--- config.mk ---
export PLATFORM = sky130hd
export DESIGN_NAME = laser_telegram_receiver_flat
export DESIGN_NICKNAME = d
export VERILOG_FILES = /design/src/sv/ltr_pkg.sv /design/src/sv/ltr_byte_if.sv /design/src/sv/ltr_result_if.sv /design/src/sv/ltr_cfg_if.sv /design/src/sv/laser_telegram_receiver.sv /design/src/sv/ltr_ctrl.sv /design/src/sv/ltr_dpath.sv /design/src/sv/ltr_outq.sv /design/src/flat_wrapper.sv
export SDC_FILE = /design/constraint.sdc
export NUM_CORES = 1
export LEC_CHECK = 0
export BUFFER_PORTS_ARGS = -buffer_cell sky130_fd_sc_hd__buf_2
export CAP_MARGIN = 10
export CORE_ASPECT_RATIO = 1.4
export CORE_UTILIZATION = 61
export CTS_BUF_LIST = sky130_fd_sc_hd__clkbuf_8
export DETAILED_ROUTE_END_ITERATION = 6
export GPL_TIMING_DRIVEN = 0
export PLACE_DENSITY = 0.79
export SLEW_MARGIN = 20
export SYNTH_ARGS = -nofsm -noshare
export SYNTH_HDL_FRONTEND = slang
export SYNTH_SLANG_ARGS = --single-unit
--- constraint.sdc ---
create_clock -name i_clk -period 9.2 [get_ports i_clk]
set_clock_uncertainty 0.05 [all_clocks]
set_input_delay 1.84 -clock i_clk [delete_from_list [all_inputs] [get_ports i_clk]]
set_output_delay 1.84 -clock i_clk [all_outputs]
set_load 0.05 [all_outputs]
--- src/sv/ltr_pkg.sv ---
`default_nettype none
package ltr_pkg;

    // framing bytes
    localparam logic [7:0] STX_BYTE  = 8'h02;
    localparam logic [7:0] SCAN_TYPE = 8'hB0;

    // header byte positions and sizes
    localparam int REPLAY_DEPTH    = 5;
    localparam int REPLAY_IDX_W    = $clog2(REPLAY_DEPTH);
    localparam int FRAME_OVERHEAD  = 6;
    localparam int MAX_MEASUREMENTS = 1024;

    // field widths
    localparam int POS_W        = 17;
    localparam int COUNT_W      = 16;
    localparam int MEAS_INDEX_W = 10;
    localparam int RANGE_W      = 13;
    localparam int STATUS_W     = 2;
    localparam int CFG_IDX_W    = 3;
    localparam int CFG_DATA_W   = 17;

    // configuration register indexes
    localparam logic [CFG_IDX_W-1:0] CFG_CRC_POLY  = 3'd0;
    localparam logic [CFG_IDX_W-1:0] CFG_MAX_FRAME = 3'd1;
    localparam logic [CFG_IDX_W-1:0] CFG_EXP_COUNT = 3'd2;
    localparam logic [CFG_IDX_W-1:0] CFG_MAX_RANGE = 3'd3;

    // result kinds
    localparam logic KIND_MEAS   = 1'b0;
    localparam logic KIND_STATUS = 1'b1;

    // frame status codes
    localparam logic [STATUS_W-1:0] FS_ACCEPTED     = 2'd0;
    localparam logic [STATUS_W-1:0] FS_CRC_ERROR    = 2'd1;
    localparam logic [STATUS_W-1:0] FS_UNKNOWN_TYPE = 2'd2;
    localparam logic [STATUS_W-1:0] FS_WRONG_COUNT  = 2'd3;

    typedef struct packed {
        logic [15:0]  crc_polynomial;
        logic [16:0]  max_frame_bytes;
        logic [10:0]  expected_count;
        logic [RANGE_W-1:0] max_range;
    } t_cfg;

    typedef struct packed {
        logic                    item_kind;
        logic [MEAS_INDEX_W-1:0] meas_index;
        logic [RANGE_W-1:0]      range_value;
        logic                    dazzle_flag;
        logic                    warn_field_flag;
        logic                    stop_field_flag;
        logic [STATUS_W-1:0]     frame_status;
        logic                    request_next;
    } t_result;

    // controller -> datapath
    typedef struct packed {
        logic                    feed;
        logic                    in_frame;
        logic                    replay;
        logic [REPLAY_IDX_W-1:0] rep_idx;
    } t_ctrl_cmd;

    // datapath -> controller
    typedef struct packed {
        logic start_byte;
        logic oversize;
        logic frame_end;
    } t_dp_status;

endpackage
`default_nettype wire

--- src/sv/ltr_byte_if.sv ---
`default_nettype none
interface ltr_byte_if;
    logic       valid;
    logic       ready;
    logic [7:0] data_byte;

    modport source (output valid, output data_byte, input ready);
    modport sink   (input valid, input data_byte, output ready);
endinterface
`default_nettype wire

--- src/sv/ltr_result_if.sv ---
`default_nettype none
interface ltr_result_if;
    import ltr_pkg::*;
    logic                    valid;
    logic                    ready;
    logic                    item_kind;
    logic [MEAS_INDEX_W-1:0] meas_index;
    logic [RANGE_W-1:0]      range_value;
    logic                    dazzle_flag;
    logic                    warn_field_flag;
    logic                    stop_field_flag;
    logic [STATUS_W-1:0]     frame_status;
    logic                    request_next;

    modport source (output valid, output item_kind, output meas_index, output range_value,
                    output dazzle_flag, output warn_field_flag, output stop_field_flag,
                    output frame_status, output request_next, input ready);
    modport sink   (input valid, input item_kind, input meas_index, input range_value,
                    input dazzle_flag, input warn_field_flag, input stop_field_flag,
                    input frame_status, input request_next, output ready);
endinterface
`default_nettype wire

--- src/sv/ltr_cfg_if.sv ---
`default_nettype none
interface ltr_cfg_if;
    import ltr_pkg::*;
    logic                  valid;
    logic                  ready;
    logic [CFG_IDX_W-1:0]  index;
    logic [CFG_DATA_W-1:0] data;

    modport source (output valid, output index, output data, input ready);
    modport sink   (input valid, input index, input data, output ready);
endinterface
`default_nettype wire

--- src/sv/laser_telegram_receiver.sv ---
`default_nettype none
// Telegram receiver for a serial range scanner.
// i_byte carries one link byte per word. The block hunts for STX, reads the
// address and little-endian length, checks the CRC16 and, for a scan frame
// with the expected count, sends one measurement word on o_res per value as
// its high byte arrives, plus one status word at the last CRC byte.
// Keep the measurements only if the status word reports an accepted scan.
// i_cfg writes the four setup registers (index 0..3); write only while idle.
// Throughput: one byte per cycle. A header whose length exceeds the limit
// stalls the link: the five held header bytes are fed again through the
// same byte datapath, one per cycle, with i_byte.ready low.
// A result word is registered in a two-word queue that o_res drains;
// while the queue holds two words, i_byte.ready stays low, so a stalled
// consumer backs up the link.
// Reset (i_rst_n low at a clock edge) returns to hunting, empties the queue
// and restores the register defaults.
module laser_telegram_receiver (
    input  logic                i_clk,
    input  logic                i_rst_n,
    ltr_byte_if.sink            i_byte,
    ltr_cfg_if.sink             i_cfg,
    ltr_result_if.source        o_res
);
    import ltr_pkg::*;

    t_cfg       r_cfg;
    t_ctrl_cmd  cmd;
    t_dp_status dp_status;
    t_result    dp_result, q_data;
    logic       dp_emit;
    logic       q_full, q_valid;
    logic       accept;
    logic       pop;

    assign i_byte.ready = !cmd.replay && !q_full;
    assign accept       = i_byte.valid && i_byte.ready;
    assign i_cfg.ready  = 1'b1;

    // setup registers
    always_ff @(posedge i_clk) begin
        if (!i_rst_n) begin
            r_cfg.crc_polynomial  <= 16'h8005;
            r_cfg.max_frame_bytes <= 17'd812;
            r_cfg.expected_count  <= 11'd361;
            r_cfg.max_range       <= 13'd8191;
        end else if (i_cfg.valid) begin
            unique case (i_cfg.index)
                CFG_CRC_POLY:  r_cfg.crc_polynomial  <= i_cfg.data[15:0];
                CFG_MAX_FRAME: r_cfg.max_frame_bytes <= i_cfg.data[16:0];
                CFG_EXP_COUNT: r_cfg.expected_count  <= i_cfg.data[10:0];
                CFG_MAX_RANGE: r_cfg.max_range       <= i_cfg.data[RANGE_W-1:0];
                default: ;
            endcase
        end
    end

    ltr_ctrl u_ctrl (
        .i_clk    (i_clk),
        .i_rst_n  (i_rst_n),
        .i_accept (accept),
        .i_status (dp_status),
        .o_cmd    (cmd)
    );

    ltr_dpath u_dpath (
        .i_clk       (i_clk),
        .i_rst_n     (i_rst_n),
        .i_cmd       (cmd),
        .i_cfg       (r_cfg),
        .i_data_byte (i_byte.data_byte),
        .o_status    (dp_status),
        .o_emit      (dp_emit),
        .o_result    (dp_result)
    );

    assign pop = q_valid && o_res.ready;

    ltr_outq u_outq (
        .i_clk   (i_clk),
        .i_rst_n (i_rst_n),
        .i_push  (dp_emit),
        .i_data  (dp_result),
        .i_pop   (pop),
        .o_valid (q_valid),
        .o_full  (q_full),
        .o_data  (q_data)
    );

    assign o_res.valid           = q_valid;
    assign o_res.item_kind       = q_data.item_kind;
    assign o_res.meas_index      = q_data.meas_index;
    assign o_res.range_value     = q_data.range_value;
    assign o_res.dazzle_flag     = q_data.dazzle_flag;
    assign o_res.warn_field_flag = q_data.warn_field_flag;
    assign o_res.stop_field_flag = q_data.stop_field_flag;
    assign o_res.frame_status    = q_data.frame_status;
    assign o_res.request_next    = q_data.request_next;

    // a result is never pushed into a full queue
    a_no_overflow: assert property (@(posedge i_clk) disable iff (!i_rst_n)
        dp_emit |-> !q_full)
        else $error("result pushed into full queue");

    // an oversized header always stalls the link for the replay
    a_replay_stall: assert property (@(posedge i_clk) disable iff (!i_rst_n)
        (accept && dp_status.oversize) |=> !i_byte.ready)
        else $error("link not stalled after oversized header");

    // replayed header bytes never end a frame or trip the size check
    a_replay_quiet: assert property (@(posedge i_clk) disable iff (!i_rst_n)
        cmd.replay |-> (!dp_status.oversize && !dp_status.frame_end && !dp_emit))
        else $error("replay produced frame event");

endmodule
`default_nettype wire

--- src/sv/ltr_ctrl.sv ---
`default_nettype none
module ltr_ctrl (
    input  logic                  i_clk,
    input  logic                  i_rst_n,
    input  logic                  i_accept,
    input  ltr_pkg::t_dp_status   i_status,
    output ltr_pkg::t_ctrl_cmd    o_cmd
);
    import ltr_pkg::*;

    localparam logic [1:0] S_HUNT     = 2'd0;
    localparam logic [1:0] S_FRAME    = 2'd1;
    localparam logic [1:0] S_RP_HUNT  = 2'd2;
    localparam logic [1:0] S_RP_FRAME = 2'd3;

    localparam logic [REPLAY_IDX_W-1:0] REP_LAST = REPLAY_IDX_W'(REPLAY_DEPTH - 1);

    logic [1:0]              r_state, n_state;
    logic [REPLAY_IDX_W-1:0] r_rep_idx, n_rep_idx;
    logic                    in_frame;
    logic                    replay;
    logic                    next_frame;

    assign in_frame   = (r_state == S_FRAME) || (r_state == S_RP_FRAME);
    assign replay     = (r_state == S_RP_HUNT) || (r_state == S_RP_FRAME);
    // replayed bytes enter a frame the same way live bytes do
    assign next_frame = in_frame || i_status.start_byte;

    assign o_cmd = '{feed: replay || i_accept, in_frame: in_frame,
                     replay: replay, rep_idx: r_rep_idx};

    // phase sequencing
    always_comb begin
        n_state   = r_state;
        n_rep_idx = r_rep_idx;
        unique case (r_state) inside
            S_HUNT, S_FRAME: begin
                if (i_accept && next_frame) begin
                    if (i_status.oversize) begin
                        n_state   = S_RP_HUNT;
                        n_rep_idx = '0;
                    end else if (i_status.frame_end) begin
                        n_state = S_HUNT;
                    end else begin
                        n_state = S_FRAME;
                    end
                end
            end
            S_RP_HUNT, S_RP_FRAME: begin
                n_rep_idx = r_rep_idx + 1'b1;
                if (r_rep_idx == REP_LAST) begin
                    n_state = next_frame ? S_FRAME : S_HUNT;
                end else begin
                    n_state = next_frame ? S_RP_FRAME : S_RP_HUNT;
                end
            end
            default: n_state = S_HUNT;
        endcase
    end

    always_ff @(posedge i_clk) begin
        if (!i_rst_n) begin
            r_state   <= S_HUNT;
            r_rep_idx <= '0;
        end else begin
            r_state   <= n_state;
            r_rep_idx <= n_rep_idx;
        end
    end

endmodule
`default_nettype wire

--- src/sv/ltr_dpath.sv ---
`default_nettype none
module ltr_dpath (
    input  logic                i_clk,
    input  logic                i_rst_n,
    input  ltr_pkg::t_ctrl_cmd  i_cmd,
    input  ltr_pkg::t_cfg       i_cfg,
    input  logic [7:0]          i_data_byte,
    output ltr_pkg::t_dp_status o_status,
    output logic                o_emit,
    output ltr_pkg::t_result    o_result
);
    import ltr_pkg::*;

    logic [POS_W-1:0]   r_pos, n_pos;
    logic [POS_W-1:0]   r_len, n_len;
    logic [15:0]        r_crc, n_crc;
    logic [7:0]         r_prev, n_prev;
    logic [7:0]         r_crc_low, n_crc_low;
    logic [7:0]         r_type, n_type;
    logic [COUNT_W-1:0] r_count, n_count;
    logic [7:0]         r_val_low, n_val_low;
    logic [7:0]         r_hold [REPLAY_DEPTH];

    logic [7:0]         b;
    logic               start;
    logic               proc;
    logic [POS_W-1:0]   p, len;
    logic [15:0]        crc, crc_step;
    logic [7:0]         prev, ftype;
    logic [COUNT_W-1:0] cnt;
    logic               in_payload;
    logic               hold_we;
    logic [REPLAY_IDX_W-1:0] hold_idx;
    logic               oversize, frame_end, meas_emit;
    logic [POS_W-1:0]   q, qm3;
    logic [COUNT_W-1:0] idx;
    logic [RANGE_W-1:0] raw_range;
    logic [POS_W-1:0]   plen;
    logic [POS_W:0]     need_len;
    logic               count_match;
    logic [STATUS_W-1:0] fstatus;

    // byte source: live link or held header during replay
    assign b     = i_cmd.replay ? r_hold[i_cmd.rep_idx] : i_data_byte;
    assign start = (b == STX_BYTE);
    assign proc  = i_cmd.feed && (i_cmd.in_frame || start);

    // a fresh frame starts from cleared state
    assign p     = i_cmd.in_frame ? r_pos   : '0;
    assign len   = i_cmd.in_frame ? r_len   : '0;
    assign crc   = i_cmd.in_frame ? r_crc   : '0;
    assign prev  = i_cmd.in_frame ? r_prev  : '0;
    assign ftype = i_cmd.in_frame ? r_type  : '0;
    assign cnt   = i_cmd.in_frame ? r_count : '0;

    assign crc_step   = {crc[14:0], 1'b0} ^ (crc[15] ? i_cfg.crc_polynomial : 16'h0000)
                        ^ {prev, b};
    assign in_payload = ({1'b0, p} + 18'd3) <= {1'b0, len};
    assign q          = p - 17'd4;
    assign qm3        = q - 17'd3;
    assign idx        = qm3[COUNT_W:1];
    assign raw_range  = {b[4:0], r_val_low};
    assign count_match = (cnt == {{(COUNT_W-11){1'b0}}, i_cfg.expected_count});

    // end-of-frame checks
    assign plen     = len - 17'(FRAME_OVERHEAD);
    assign need_len = 18'd3 + {1'b0, cnt, 1'b0};
    always_comb begin
        if ({b, r_crc_low} != crc) begin
            fstatus = FS_CRC_ERROR;
        end else if ((plen == '0) || (ftype != SCAN_TYPE)) begin
            fstatus = FS_UNKNOWN_TYPE;
        end else if ((plen < 17'd3) || !count_match || ({1'b0, plen} < need_len)) begin
            fstatus = FS_WRONG_COUNT;
        end else begin
            fstatus = FS_ACCEPTED;
        end
    end

    // per-byte update
    always_comb begin
        n_pos     = r_pos;
        n_len     = r_len;
        n_crc     = r_crc;
        n_prev    = r_prev;
        n_crc_low = r_crc_low;
        n_type    = r_type;
        n_count   = r_count;
        n_val_low = r_val_low;
        hold_we   = 1'b0;
        hold_idx  = REPLAY_IDX_W'(p[REPLAY_IDX_W-1:0] - 1'b1);
        oversize  = 1'b0;
        frame_end = 1'b0;
        meas_emit = 1'b0;
        if (proc) begin
            n_len   = len;
            n_crc   = crc;
            n_prev  = prev;
            n_type  = ftype;
            n_count = cnt;
            if ((p < 17'd4) || in_payload) begin
                n_crc  = crc_step;
                n_prev = b;
            end
            hold_we = (p >= 17'd1) && (p <= 17'(REPLAY_DEPTH));
            if (p == 17'd2) begin
                n_len = {9'b0, b};
            end
            if (p == 17'd3) begin
                n_len = {1'b0, b, len[7:0]} + 17'(FRAME_OVERHEAD);
            end
            oversize = (p == 17'(REPLAY_DEPTH)) && (n_len > i_cfg.max_frame_bytes);
            if ((p >= 17'd4) && !oversize) begin
                if (in_payload) begin
                    if (q == 17'd0) begin
                        n_type = b;
                    end else if (q == 17'd1) begin
                        n_count = {8'b0, b};
                    end else if (q == 17'd2) begin
                        n_count = {b, cnt[7:0]};
                    end else if (!qm3[0]) begin
                        n_val_low = b;
                    end else begin
                        meas_emit = (ftype == SCAN_TYPE) && count_match && (idx < cnt)
                                    && ({1'b0, idx} < 17'(MAX_MEASUREMENTS));
                    end
                end else if (({1'b0, p} + 18'd2) == {1'b0, len}) begin
                    n_crc_low = b;
                end else begin
                    frame_end = 1'b1;
                end
            end
            n_pos = frame_end ? '0 : p + 17'd1;
        end
    end

    assign o_status = '{start_byte: start, oversize: oversize, frame_end: frame_end};
    assign o_emit   = proc && !i_cmd.replay && (meas_emit || frame_end);

    // result word
    always_comb begin
        o_result = '0;
        if (frame_end) begin
            o_result.item_kind    = KIND_STATUS;
            o_result.frame_status = fstatus;
            o_result.request_next = 1'b1;
        end else begin
            o_result.item_kind       = KIND_MEAS;
            o_result.meas_index      = idx[MEAS_INDEX_W-1:0];
            o_result.range_value     = (raw_range > i_cfg.max_range) ? i_cfg.max_range
                                                                     : raw_range;
            o_result.dazzle_flag     = b[5];
            o_result.warn_field_flag = b[6];
            o_result.stop_field_flag = b[7];
        end
    end

    always_ff @(posedge i_clk) begin
        if (!i_rst_n) begin
            r_pos     <= '0;
            r_len     <= '0;
            r_crc     <= '0;
            r_prev    <= '0;
            r_crc_low <= '0;
            r_type    <= '0;
            r_count   <= '0;
            r_val_low <= '0;
        end else begin
            r_pos     <= n_pos;
            r_len     <= n_len;
            r_crc     <= n_crc;
            r_prev    <= n_prev;
            r_crc_low <= n_crc_low;
            r_type    <= n_type;
            r_count   <= n_count;
            r_val_low <= n_val_low;
        end
    end

    // held header bytes 1..5
    always_ff @(posedge i_clk) begin
        if (hold_we) begin
            r_hold[hold_idx] <= b;
        end
    end

endmodule
`default_nettype wire

--- src/sv/ltr_outq.sv ---
`default_nettype none
module ltr_outq (
    input  logic             i_clk,
    input  logic             i_rst_n,
    input  logic             i_push,
    input  ltr_pkg::t_result i_data,
    input  logic             i_pop,
    output logic             o_valid,
    output logic             o_full,
    output ltr_pkg::t_result o_data
);
    import ltr_pkg::*;

    t_result    r_mem [2];
    logic       r_wr_ptr, r_rd_ptr;
    logic [1:0] r_count, n_count;

    assign o_valid = (r_count != 2'd0);
    assign o_full  = (r_count == 2'd2);
    assign o_data  = r_mem[r_rd_ptr];

    always_comb begin
        n_count = r_count;
        if (i_push && !i_pop) begin
            n_count = r_count + 2'd1;
        end else if (!i_push && i_pop) begin
            n_count = r_count - 2'd1;
        end
    end

    always_ff @(posedge i_clk) begin
        if (!i_rst_n) begin
            r_wr_ptr <= 1'b0;
            r_rd_ptr <= 1'b0;
            r_count  <= 2'd0;
        end else begin
            r_count <= n_count;
            if (i_push) begin
                r_wr_ptr <= ~r_wr_ptr;
            end
            if (i_pop) begin
                r_rd_ptr <= ~r_rd_ptr;
            end
        end
    end

    always_ff @(posedge i_clk) begin
        if (i_push) begin
            r_mem[r_wr_ptr] <= i_data;
        end
    end

endmodule
`default_nettype wire
--- src/flat_wrapper.sv ---
// flat-port wrapper written by rule: the top's interface ports become plain ports
module laser_telegram_receiver_flat import ltr_pkg::*;
  (i_clk, i_rst_n, i_byte_valid, i_byte_data_byte, i_byte_ready, i_cfg_valid, i_cfg_index, i_cfg_data, i_cfg_ready, o_res_valid, o_res_item_kind, o_res_meas_index, o_res_range_value, o_res_dazzle_flag, o_res_warn_field_flag, o_res_stop_field_flag, o_res_frame_status, o_res_request_next, o_res_ready);
  ltr_byte_if i_byte_i ();
  ltr_cfg_if i_cfg_i ();
  ltr_result_if o_res_i ();
  input  logic i_clk;
  input  logic i_rst_n;
  input wire logic [$bits(i_byte_i.valid)-1:0] i_byte_valid;
  input wire logic [$bits(i_byte_i.data_byte)-1:0] i_byte_data_byte;
  output wire logic [$bits(i_byte_i.ready)-1:0] i_byte_ready;
  input wire logic [$bits(i_cfg_i.valid)-1:0] i_cfg_valid;
  input wire logic [$bits(i_cfg_i.index)-1:0] i_cfg_index;
  input wire logic [$bits(i_cfg_i.data)-1:0] i_cfg_data;
  output wire logic [$bits(i_cfg_i.ready)-1:0] i_cfg_ready;
  output wire logic [$bits(o_res_i.valid)-1:0] o_res_valid;
  output wire logic [$bits(o_res_i.item_kind)-1:0] o_res_item_kind;
  output wire logic [$bits(o_res_i.meas_index)-1:0] o_res_meas_index;
  output wire logic [$bits(o_res_i.range_value)-1:0] o_res_range_value;
  output wire logic [$bits(o_res_i.dazzle_flag)-1:0] o_res_dazzle_flag;
  output wire logic [$bits(o_res_i.warn_field_flag)-1:0] o_res_warn_field_flag;
  output wire logic [$bits(o_res_i.stop_field_flag)-1:0] o_res_stop_field_flag;
  output wire logic [$bits(o_res_i.frame_status)-1:0] o_res_frame_status;
  output wire logic [$bits(o_res_i.request_next)-1:0] o_res_request_next;
  input wire logic [$bits(o_res_i.ready)-1:0] o_res_ready;
  assign i_byte_i.valid = i_byte_valid;
  assign i_byte_i.data_byte = i_byte_data_byte;
  assign i_byte_ready = i_byte_i.ready;
  assign i_cfg_i.valid = i_cfg_valid;
  assign i_cfg_i.index = i_cfg_index;
  assign i_cfg_i.data = i_cfg_data;
  assign i_cfg_ready = i_cfg_i.ready;
  assign o_res_valid = o_res_i.valid;
  assign o_res_item_kind = o_res_i.item_kind;
  assign o_res_meas_index = o_res_i.meas_index;
  assign o_res_range_value = o_res_i.range_value;
  assign o_res_dazzle_flag = o_res_i.dazzle_flag;
  assign o_res_warn_field_flag = o_res_i.warn_field_flag;
  assign o_res_stop_field_flag = o_res_i.stop_field_flag;
  assign o_res_frame_status = o_res_i.frame_status;
  assign o_res_request_next = o_res_i.request_next;
  assign o_res_i.ready = o_res_ready;
  laser_telegram_receiver u_core (.i_clk(i_clk), .i_rst_n(i_rst_n), .i_byte(i_byte_i), .i_cfg(i_cfg_i), .o_res(o_res_i));
endmodule
==> Word-level counts from Yosys, hierarchy flattened <==
Memories as Yosys holds them, arrays and structs flattened. A register that Yosys moved wholly into a read port is not among the register bits.
Cells that the tools add are included.
{ "totals": {"reg_bits": 164, "ram_bits": 100, "inputBits": 33, "output_inout_bits": 33, "wordCells": 181, "mem_count": 2} }
{ "memory_table": {"columns": ["memory", "words", "word_bits", "read_ports", "rd_clocked_by_memory_dff", "write_ports", "line", "text"], "rows": [
  ["u_core.u_outq.r_mem", 2, 30, 1, 1, 1, "ltr_outq.sv:14", "t_result r_mem [2];"],
  ["u_core.u_dpath.r_hold", 5, 8, 1, 1, 1, "ltr_dpath.sv:22", "logic [7:0] r_hold [REPLAY_DEPTH];"]
]} }
{ "classes": {"addsub": 12, "order_cmp": 11, "n_eq_ne": 21, "muxes": 63, "bitwise_logic": 9, "n_reduce_logical": 46} }
{ "ops": {"columns": ["op", "count"], "rows": [
  ["two-way mux 16 bit", 9],
  ["two-way mux 17 bit", 6],
  ["two-way mux 8 bit", 7],
  ["== test 17 x 2 -> 1 bit (second input constant)", 3],
  ["adder 17 x 2 -> 18 bit (second input constant)", 2],
  ["logical NOT 17 bit", 2],
  ["subtractor 17 x 3 -> 17 bit (second input constant)", 2],
  ["XOR 16 bit", 2],
  ["two-way mux 26 bit", 1],
  ["two-way mux 1 bit", 24],
  ["adder 2 x 17 -> 18 bit (first input constant)", 1],
  ["== test 18 x 17 -> 1 bit", 1],
  ["less-or-equal comparator 18 x 17 -> 1 bit", 1],
  ["< comparator 17 x 18 -> 1 bit", 1],
  ["adder 16 x 3 -> 17 bit (second input constant)", 1],
  ["adder 17 x 1 -> 17 bit (second input constant)", 1],
  ["== test 17 x 1 -> 1 bit (second input constant)", 1],
  ["== test 17 x 3 -> 1 bit (second input constant)", 1],
  ["greater-or-equal comparator 17 x 1 -> 1 bit (second input constant)", 1],
  ["greater-or-equal comparator 17 x 3 -> 1 bit (second input constant)", 1],
  ["> comparator 17 bit", 1],
  ["less-or-equal comparator 17 x 3 -> 1 bit (second input constant)", 1],
  ["< comparator 17 x 2 -> 1 bit (second input constant)", 1],
  ["< comparator 17 x 3 -> 1 bit (second input constant)", 1],
  ["36 further kinds", 90]
]} }

==> Logic depth before layout (Yosys ltp) <==
Gate-level depths: netlist of the first run.
{ "depth": {"word_depth": 21, "mapped_depth": 30} }

==> Cells and area by module <==
Synthesis of the first run repeated with hierarchy kept, for this count alone.
{ "hier_totals": {"hier_cells": 1926, "hier_area_um2": 17071.4} }
{ "modules_own_cells": {"columns": ["mod", "instances", "cells_per_inst", "area_per_inst_um2", "seq_area_each_um2"], "rows": [
  ["ltr_dpath", 1, 1547, 12049.1, 3163.0],
  ["ltr_outq", 1, 115, 2376.0, 1901.8],
  ["laser_telegram_receiver", 1, 230, 2356.0, 1141.1],
  ["ltr_ctrl", 1, 34, 290.3, 100.1]
]} }

==> Least setup slack after synthesis of the first run <==
No wires, ideal clock.
{ "synth_path": {"path_type": "reg-to-reg", "from": "register u_core.u_ctrl.r_state[0]", "to": "memory u_core.u_outq.r_mem[0][0] (netlist bit) (enable)", "arrival_time_ps": 6323, "path_slack_ps": 2409, "path_stages_with_launch": 27, "n_path_buf": 8, "period_less_slack_ps": 6791, "cell_sequence": "dfxtp_1 buf_4 buf_2 buf_2 buf_2 clkbuf_1 buf_2 buf_2 buf_1 nand2_1 inv_1 ha_1 nand3_1 or3_1 nor2_1 nand2_1 xnor2_1 and2_1 ha_1 and4_1 nand3_1 a31oi_1 o41ai_1 and2_1 nand4_1 a21oi_2 nor2b_1"} }
{ "synth_between": {"elab_chain_len": 19, "elab_cells_between_ends": 62, "classes_between": "add/sub (5); order compare (5); eq/ne (12); mux (22); reduce/logical (18)"} }
{ "synth_lines": {"columns": ["item", "line", "text"], "rows": [
  ["start, declared", "ltr_ctrl.sv:18", "logic [1:0] r_state, n_state;"],
  ["start signal, assigned", "ltr_ctrl.sv:66", "r_state <= n_state;"],
  ["== test 2 x 1 -> 1 bit or == test 2 bit (tied branches)", "ltr_ctrl.sv:24, ltr_ctrl.sv:25", null],
  ["logical OR 1 bit", "ltr_ctrl.sv:24", "assign in_frame = (r_state == S_FRAME) || (r_state == S_RP_FRAME);"],
  ["two-way mux 17 bit", "ltr_dpath.sv:49", "assign p = i_cmd.in_frame ? r_pos : '0;"],
  ["subtractor 17 x 3 -> 17 bit", "ltr_dpath.sv:59", "assign q = p - 17'd4;"],
  ["subtractor 17 x 2 -> 17 bit", "ltr_dpath.sv:60", "assign qm3 = q - 17'd3;"],
  ["< comparator 16 bit", "ltr_dpath.sv:124", "meas_emit = (ftype == SCAN_TYPE) && count_match && (idx < cnt)"],
  ["logical AND 1 bit", "ltr_dpath.sv:124", null],
  ["logical AND 1 bit", "ltr_dpath.sv:125", "&& ({1'b0, idx} < 17'(MAX_MEASUREMENTS));"],
  ["[4 not listed]", null, null],
  ["two-way mux 1 bit", "ltr_dpath.sv:114", "if (in_payload) begin"],
  ["two-way mux 1 bit", "ltr_dpath.sv:113", "if ((p >= 17'd4) && !oversize) begin"],
  ["two-way mux 1 bit", "ltr_dpath.sv:95", "if (proc) begin"],
  ["logical OR 1 bit", "ltr_dpath.sv:138", "assign o_emit = proc && !i_cmd.replay && (meas_emit || frame_end);"],
  ["logical AND 1 bit (*)", "ltr_dpath.sv:138", null],
  ["net u_core.dp_emit", "laser_telegram_receiver.sv:30", "logic dp_emit;"],
  ["two-way mux 1 bit (*)", "ltr_outq.sv:48", "if (i_push) begin"],
  ["two-way mux 1 bit (implied by the code) (*)", "ltr_outq.sv:49", "r_mem[r_wr_ptr] <= i_data;"],
  ["end, declared", "ltr_outq.sv:14", null]
]} }
The timed path passes the listed nets; every way through them passes the cells marked *. The select of a mux whose other input is x is not followed.

==> Worst setup path in the final report of the first run <==
{ "layout_path": {"from": "register u_core.u_ctrl.r_state[0]", "to": "memory u_core.u_outq.r_mem[0][25] (netlist bit) (enable)"} }
The elaborated chain is that of the path after synthesis.

==> flow_metrics.env, run 1 <==
export IMPL_run_status="finished, final reports clean"
export IMPL_cts_sinks=266
export IMPL_synth_warning_count=0
export IMPL_cp_common_cell="sky130_fd_sc_hd__buf_2"
export IMPL_iteration_0_drc_markers=1407
export IMPL_ctsHtreeMaxLevel=2
export IMPL_reg2regPathDepth=25
export IMPL_synth_yosys_seq_area_share_pct=38.7
export IMPL_r2r_start="u_core.u_ctrl.r_state[0]"
export IMPL_dp_hpwl_mm=42.9
export IMPL_most_used_flip_flop_cell_after_synthesis="sky130_fd_sc_hd__dfxtp_1"
export IMPL_crit_required_ns=9.44
export IMPL_max_freq_ghz=0.113
export IMPL_synth_enable_flop_cells=98
export IMPL_setup_tns_ns=0
export IMPL_rows=70
export IMPL_place_port_buffers=64
export IMPL_cellInternalPower_mw=1.83
export IMPL_drc_errors=0
export IMPL_path_clk_slew_ns=0.07
export IMPL_via_count_of_the_first_global_routing_pass=14798
export IMPL_critical_path_max_fanout=19
export IMPL_number_of_antenna_violations_at_the_first_check_in_global_routing=1
export IMPL_postLayoutSetupSlackWorst_ns=0.365
export IMPL_finalSetupViolations=0
export IMPL_critical_path_top_delay_family="buffers and inverters"
export IMPL_die_height_um=195
export IMPL_layout_drive_gt1_share_pct=10.9
export IMPL_start_util_pct=62.3
export IMPL_filler_cell_count=2156
export IMPL_synth_distinct_cells=89
export IMPL_gr_usage_all_layers_pct=42.1
export IMPL_place_gp_congestion=1.09
export IMPL_maxCapViolCount=0
export IMPL_max_stage_delay_ns=0.67
export IMPL_report_final_hold_viol_count=0
export IMPL_design_portCount=66
export IMPL_p_sw_uw=583
export IMPL_leakage_power_figure_nw=6.81
export IMPL_viasPerCell=6.49
export IMPL_timing_critical_path_slowest_stage_cell="sky130_fd_sc_hd__clkbuf_1"
export IMPL_hold_crit_class="register to register"
export IMPL_clockRootBuffer="sky130_fd_sc_hd__clkbuf_8"
export IMPL_async_reset_ff_share_pct=0
export IMPL_syn_mean_instance_area_sq_um=8.58
export IMPL_worstSetupStartpointType="register"
export IMPL_final_critical_period_ns=8.84
export IMPL_setup_reg_to_reg_worst_slack_ns=0.36
export IMPL_die_w_um=140
export IMPL_final_core_density_pct=68.6
export IMPL_syn2layout_area_growth_pct=10.2
export IMPL_grt_overflow=0
export IMPL_switching_share_pct=24.1
export IMPL_grt_first_pass_wirelength_mm=85.5
export IMPL_cts_buffer_depth=3
export IMPL_synth_nets=2028
export IMPL_power_frac_comb_pct=4.5
export IMPL_timing_hold_worst_endpoint="u_core.r_cfg[39]"
export IMPL_vias=15339
export IMPL_grt_max_degree=30
export IMPL_timing_critical_path_arrival_ns=9.08
export IMPL_slew_viol_final=0
export IMPL_syn_cell_area_sq_um=16300
export IMPL_setup_worst_path_end_class="register"
export IMPL_worst_hold_startpoint="u_core.r_cfg[39]"
export IMPL_ys_ff_latch=266
export IMPL_peakVddDrop_mv=0.142
export IMPL_cts_inserted_buffers=42
export IMPL_post_synth_inst_count=1901
export IMPL_antennaDiodeCount=0
export IMPL_rsz0062_at_grt="false"
export IMPL_worstPathBufferInverterCount=9
export IMPL_worstHoldPathCells=2
export IMPL_r2r_end="u_core.u_outq.r_mem[0][25]"
export IMPL_wl_mm=57.2
export IMPL_tightest_slew_ns=1.21
export IMPL_final_min_period_over_clock_period_pct=96.0
export IMPL_nets=2136
export IMPL_max_slew_margin_rel_pct=19.1
export IMPL_cellPowerDensity_nw_per_um2=134
export IMPL_dp_slack_ns=0.287
export IMPL_p_seq_share_pct=50.9
export IMPL_postRouteAntennaNets=0
export IMPL_timing_worst_setup_path_type="register to register"
export IMPL_fp_coreArea_sq_um=26200
export IMPL_p_clk_share_pct=44.6
export IMPL_wire_per_inst_um=24.2
export IMPL_drt_pre_antenna_iters=6
export IMPL_clkLatencyLatePin_ns=0.60
export IMPL_tritoncts="yes"
export IMPL_die_footprint_sq_um=27400
==> power groups by stage <==
| stage | logic (mW) | clock network (mW) | registers (mW) |
|---|---|---|---|
| after floorplan | 0.0553 | 0 | 1.25 |
| after global placement | 0.101 | 0 | 1.25 |
| after detailed placement | 0.103 | 0 | 1.25 |
| after CTS | 0.103 | 1.07 | 1.23 |
| after global routing | 0.113 | 1.13 | 1.23 |
| final | 0.109 | 1.08 | 1.23 |
==> worst register-to-register path: cells and delay by family, from the launching register on <==
kind            cells  cell delay [ns]
simple gates        6             1.75
flops               1             0.37
fa+ha+maj           2             0.57
buf+inv             9             3.44
compound gates      8             2.35
==> synthesized netlist by cell type (6+ instances only) <==
cell	number	area [sq um]
sky130_fd_sc_hd__o22ai_1	14	87.6
sky130_fd_sc_hd__nand4_1	31	194
sky130_fd_sc_hd__inv_1	71	267
sky130_fd_sc_hd__a211oi_1	20	150
sky130_fd_sc_hd__nor2_1	148	556
sky130_fd_sc_hd__nor2b_1	16	100
sky130_fd_sc_hd__and4_1	7	61.3
sky130_fd_sc_hd__nand2b_1	11	68.8
sky130_fd_sc_hd__or2_2	8	50.1
sky130_fd_sc_hd__and2_1	25	156
sky130_fd_sc_hd__and3_1	14	87.6
sky130_fd_sc_hd__o22a_1	8	70.1
sky130_fd_sc_hd__a21o_1	7	52.6
sky130_fd_sc_hd__o31ai_1	11	82.6
sky130_fd_sc_hd__ha_1	94	1180
sky130_fd_sc_hd__buf_1	17	63.8
sky130_fd_sc_hd__o21a_1	7	52.6
sky130_fd_sc_hd__a22oi_1	8	60.1
sky130_fd_sc_hd__a31oi_1	6	37.5
sky130_fd_sc_hd__mux2_2	38	428
sky130_fd_sc_hd__xnor2_1	79	692
sky130_fd_sc_hd__nor4_1	17	106
sky130_fd_sc_hd__clkbuf_1	83	312
sky130_fd_sc_hd__edfxtp_1	98	2940
sky130_fd_sc_hd__or3_1	13	81.3
sky130_fd_sc_hd__mux2i_1	29	290
sky130_fd_sc_hd__xor2_1	58	508
sky130_fd_sc_hd__nand3_1	73	365
sky130_fd_sc_hd__o2bb2ai_1	17	149
sky130_fd_sc_hd__or4_1	9	67.6
sky130_fd_sc_hd__buf_2	18	90.1
sky130_fd_sc_hd__nand2_1	310	1160
sky130_fd_sc_hd__nand3b_1	10	75.1
sky130_fd_sc_hd__o21ai_0	77	385
sky130_fd_sc_hd__o211ai_1	31	233
sky130_fd_sc_hd__nor3_1	35	175
sky130_fd_sc_hd__a21oi_1	123	616
sky130_fd_sc_hd__dfxtp_1	168	3360
==> layer usage <==
| layer | GRT usage, % | wire length, um | vias up |
|---|---|---|---|
| met1 | 46.6 | 20200 | 7165 |
| met5 | 0 | 0 | - |
| met4 | 37.5 | 5830 | 0 |
| met3 | 8.63 | 5230 | 319 |
| li1 | - | - | 6965 |
| met2 | 68.4 | 25900 | 890 |
==> registers in the layout (all words and copies together), names as in the netlist, 3 cells and up, named ones only <==
register and flops:
u_core.u_dpath.r_pos 17, u_core.u_dpath.r_crc_low 8, u_core.u_dpath.r_hold 40, u_core.u_dpath.r_val_low 8, u_core.u_ctrl.r_rep_idx 3, u_core.u_dpath.r_crc 16
u_core.u_outq.r_mem 58, u_core.r_cfg 57, u_core.u_dpath.r_count 16, u_core.u_dpath.r_type 8, u_core.u_dpath.r_prev 8, u_core.u_dpath.r_len 17
==> layout make-up <==
cell class / instances / area [sq um] / area share (%)
clock buffer: 50 / 688 / 3.83
multi-input combinational: 1438 / 9230 / 51.4
clock inverter: 26 / 198 / 1.10
timing repair buffer: 65 / 348 / 1.94
buffer: 124 / 522 / 2.90
tap: 324 / 405 / 2.26
sequential: 266 / 6310 / 35.1
inverter: 72 / 270 / 1.50
==> layout by cell type (no fill, tap or decap), types with 79 or more instances in the layout <==
cell | Yosys | layout
sky130_fd_sc_hd__nand2_1 | 310 | 310
sky130_fd_sc_hd__dfxtp_1 | 168 | 168
sky130_fd_sc_hd__nor2_1 | 148 | 148
sky130_fd_sc_hd__a21oi_1 | 123 | 123
sky130_fd_sc_hd__edfxtp_1 | 98 | 98
sky130_fd_sc_hd__ha_1 | 94 | 94
sky130_fd_sc_hd__clkbuf_1 | 83 | 83
sky130_fd_sc_hd__buf_2 | 18 | 82
sky130_fd_sc_hd__inv_1 | 71 | 82
sky130_fd_sc_hd__xnor2_1 | 79 | 79
==> worst max-delay path by stage <==
stage	start	to	slack, ns	cells after the start
after floorplan	u_core.u_ctrl.r_state[0]	u_core.u_outq.r_mem[0][0]	2.41	26
after global placement	u_core.u_ctrl.r_state[0]	u_core.u_outq.r_mem[0][27]	-1.05	25
after detailed placement	u_core.u_ctrl.r_state[0]	u_core.u_outq.r_mem[1][12]	0.29	25
after CTS	u_core.u_ctrl.r_state[0]	u_core.u_outq.r_mem[1][25]	0.17	25
after global routing	u_core.u_ctrl.r_state[0]	u_core.u_outq.r_mem[0][28]	0.25	25
final	u_core.u_ctrl.r_state[0]	u_core.u_outq.r_mem[0][25]	0.36	25
==> metrics by stage <==
step | hold slack [ns] | cells | area, sq um | power (mW)
2_1_floorplan | 0.374 | 1901 | 16300 | 1.31
4_1_cts | 0.406 | 2366 | 18000 | 2.41
3_3_place_gp | 0.388 | 2289 | 17000 | 1.36
5_1_grt | 0.421 | 2365 | 18000 | 2.47
3_5_place_dp | 0.388 | 2290 | 17100 | 1.36
6_report | 0.405 | 2365 | 18000 | 2.42
==> kinds of logic (layout without fill, tap and decap cells) <==
logic type / after synthesis / in the layout / share of synthesized area, %
mux: 72 / 72 / 5.03
compound gates: 384 / 384 / 15.1
fa+ha+maj: 95 / 95 / 7.27
buf+inv: 197 / 337 / 4.88
other cells: 1 / 1 / 0.0230
flops: 266 / 266 / 38.7
simple gates: 749 / 749 / 21.6
xor+xnor: 137 / 137 / 7.36
==> what timing repair did <==
action                     in CTS  in global routing
setup endpoints to repair       0                105
buffers inserted                0                  0
resized for setup               0                  1
hold buffers                    0                  0
(Power assumes the default switching activity.)
==> run 2, diff against run 1 <==
Settings changed: CORE_MARGIN set to 8, GPL_TIMING_DRIVEN 0 to unset.
==> run 2 against run 1 <==
Compared with the run above: the flow now finishes with violations (DRC); hold slack better by 0.0030 ns; count of clock-buffer cells in the layout down 7; non-clock buffer count down 100; register-to-register slack better by 1.7 ns; die area up 18%; combinational power down 9%; via count down 5.5%; cell area down 2.8%; critical path depth down 6; first-iteration DRC count up 8.5%; clock power down 16%; critical path type unchanged.
==> flow_metrics.env, run 2 (synthesis results as in run 1) <==
export IMPL_grt_overflow=0
export IMPL_place_port_buffers=64
export IMPL_post_cts_repair_setup_buffers=0
export IMPL_syn2layout_area_growth_pct=7.05
export IMPL_nets=2035
export IMPL_dp_hpwl_mm=37.2
export IMPL_wl_mm=50.6
export IMPL_vias=14488
export IMPL_finalSetupViolations=0
export IMPL_cellPowerDensity_nw_per_um2=128
export IMPL_wire_per_inst_um=22.3
export IMPL_filler_cell_count=2236
export IMPL_ff_latch_area_sq_um=6310
export IMPL_largest_regs="u_core.u_outq.r_mem: 58 flops, u_core.r_cfg: 57 flops, u_core.u_dpath.r_hold: 40 flops"
export IMPL_postRouteAntennaNets=0
export IMPL_post_cts_resized=0
export IMPL_rsz0062_at_grt="false"
export IMPL_grtUsageMet2_pct=52.0
export IMPL_globalRoute_busiestLayer="met2"
export IMPL_postCtsHoldBufs=0
export IMPL_report_final_hold_viol_count=0
export IMPL_ctsHtreeMaxLevel=2
export IMPL_worstSetupStartpointType="register"
export IMPL_timing_worst_setup_path_type="register to register"
export IMPL_rows=71
export IMPL_max_freq_ghz=0.141
export IMPL_critical_path_max_fanout=21
export IMPL_timing_critical_path_arrival_ns=7.30
export IMPL_maxCapViolCount=0
export IMPL_final_critical_period_ns=7.11
export IMPL_layout_drive_gt1_share_pct=10.8
export IMPL_cts_sinks=266
export IMPL_iteration_0_drc_markers=1527
export IMPL_hold_crit_class="register to register"
export IMPL_run_status="complete, but fails checks"
export IMPL_tightest_slew_ns=1.23
export IMPL_die_w_um=154
export IMPL_antennaDiodeCount=0
export IMPL_drt_pre_antenna_iters=7
export IMPL_final_cell_mix="310 x sky130_fd_sc_hd__nand2_1, 167 x sky130_fd_sc_hd__dfxtp_1, 148 x sky130_fd_sc_hd__nor2_1, 123 x sky130_fd_sc_hd__a21oi_1, 98 x sky130_fd_sc_hd__edfxtp_1"
export IMPL_cts_inserted_buffers=41
export IMPL_cts_buffer_depth=3
export IMPL_globalRouteMet3Util_pct=5.13
export IMPL_crit_required_ns=9.40
export IMPL_clkLatencyLatePin_ns=0.59
export IMPL_clockRootBuffer="sky130_fd_sc_hd__clkbuf_8"
export IMPL_multi_input_logic_area_sq_um=9230
export IMPL_die_footprint_sq_um=32300
export IMPL_grt_first_pass_wirelength_mm=78.0
export IMPL_tritoncts="yes"
export IMPL_die_height_um=209
export IMPL_start_util_pct=61.4
export IMPL_fp_coreArea_sq_um=26600
export IMPL_gr_usage_all_layers_pct=30.8
export IMPL_drc_errors=1
export IMPL_setup_worst_path_end_class="register"
export IMPL_grt_max_degree=77
export IMPL_slew_viol_final=0
export IMPL_via_count_of_the_first_global_routing_pass=14024
export IMPL_final_min_period_over_clock_period_pct=77.2
export IMPL_total_power_mw=2.23
export IMPL_path_clk_slew_ns=0.06
export IMPL_leakage_power_figure_nw=6.63
export IMPL_most_common_cell_after_layout_fill_and_taps_aside="sky130_fd_sc_hd__nand2_1"
export IMPL_place_gp_congestion=1.00
export IMPL_viasPerCell=6.39
export IMPL_number_of_antenna_violations_at_the_first_check_in_global_routing=0
export IMPL_setup_tns_ns=0
export IMPL_design_portCount=66
export IMPL_grt_util_met1_pct=34.4
export IMPL_max_slew_margin_rel_pct=17.2
export IMPL_peakVddDrop_mv=0.0906
export IMPL_violations="DRC"
export IMPL_largest_register_ffs=58
export IMPL_max_flop_register="u_core.u_outq.r_mem"
[run 2: critical path: stages, from the launching register on]
cell and delay (ns):
sky130_fd_sc_hd__dfxtp_1 0.52, sky130_fd_sc_hd__nor4_2 0.80, sky130_fd_sc_hd__nand4_1 0.47, sky130_fd_sc_hd__a21boi_1 0.56, sky130_fd_sc_hd__nand2_1 0.40, sky130_fd_sc_hd__nand3_1 0.27
sky130_fd_sc_hd__o211ai_1 0.12, sky130_fd_sc_hd__o31ai_1 0.10, sky130_fd_sc_hd__o2bb2ai_1 0.20, sky130_fd_sc_hd__ha_1 0.31, sky130_fd_sc_hd__a21oi_1 0.14, sky130_fd_sc_hd__o21a_1 0.16
sky130_fd_sc_hd__o2111ai_1 0.13, sky130_fd_sc_hd__o211ai_1 0.52, sky130_fd_sc_hd__nand3_1 0.20, sky130_fd_sc_hd__a21oi_1 0.22, sky130_fd_sc_hd__nand3b_1 0.29, sky130_fd_sc_hd__a21oi_2 0.31
sky130_fd_sc_hd__nor2b_2 0.62, sky130_fd_sc_hd__buf_4 0.37
[run 2: cell type report]
type,instances,share of cell area [%]
clock buffer,43,3.39
clock inverter,31,0.796
inverter,72,1.55
multi-input combinational,1438,52.9
sequential,266,36.2
tap,328,2.35
timing repair buffer,89,2.91
[run 2: power breakdown]
group / internal, mW / switching, mW / leakage, nW / total, mW
clock: 0.436 / 0.467 / 0.452 / 0.903
sequential: 1.22 / 0.00542 / 2.24 / 1.23
combinational: 0.0266 / 0.0720 / 3.93 / 0.0987
[run 2: path summary, 6_finish.rpt]
path,endpoint,depth (start not counted),slack [ns],start
worst max-delay path,u_core.u_outq.r_mem[0][0],19,2.09,u_core.u_dpath.r_pos[4]
worst min-delay path,u_core.r_cfg[37],2,0.41,u_core.r_cfg[37]
worst max register to register,u_core.u_outq.r_mem[0][0],19,2.09,u_core.u_dpath.r_pos[4]
worst min register to register,u_core.r_cfg[37],2,0.41,u_core.r_cfg[37]
[run 2: stage by stage]
stage	worst slack [ns]	hold slack, ns	instance area, sq um	util, %	std cells
after floorplan	2.41	0.374	16300	-	1901
after global routing	1.80	0.422	17500	65.7	2267
after detailed placement	1.96	0.399	16700	62.9	2193
after CTS	2.29	0.407	17400	65.7	2267
after global placement	2.12	0.393	16700	62.9	2193
final	2.09	0.408	17500	65.7	2267
[run 2: layer usage]
layer | share of wire, % | up-vias
met1 | 37 | 6846
met2 | 48 | 661
met5 | 0 | -
met3 | 7.0 | 211
li1 | - | 6770
met4 | 7.8 | 0
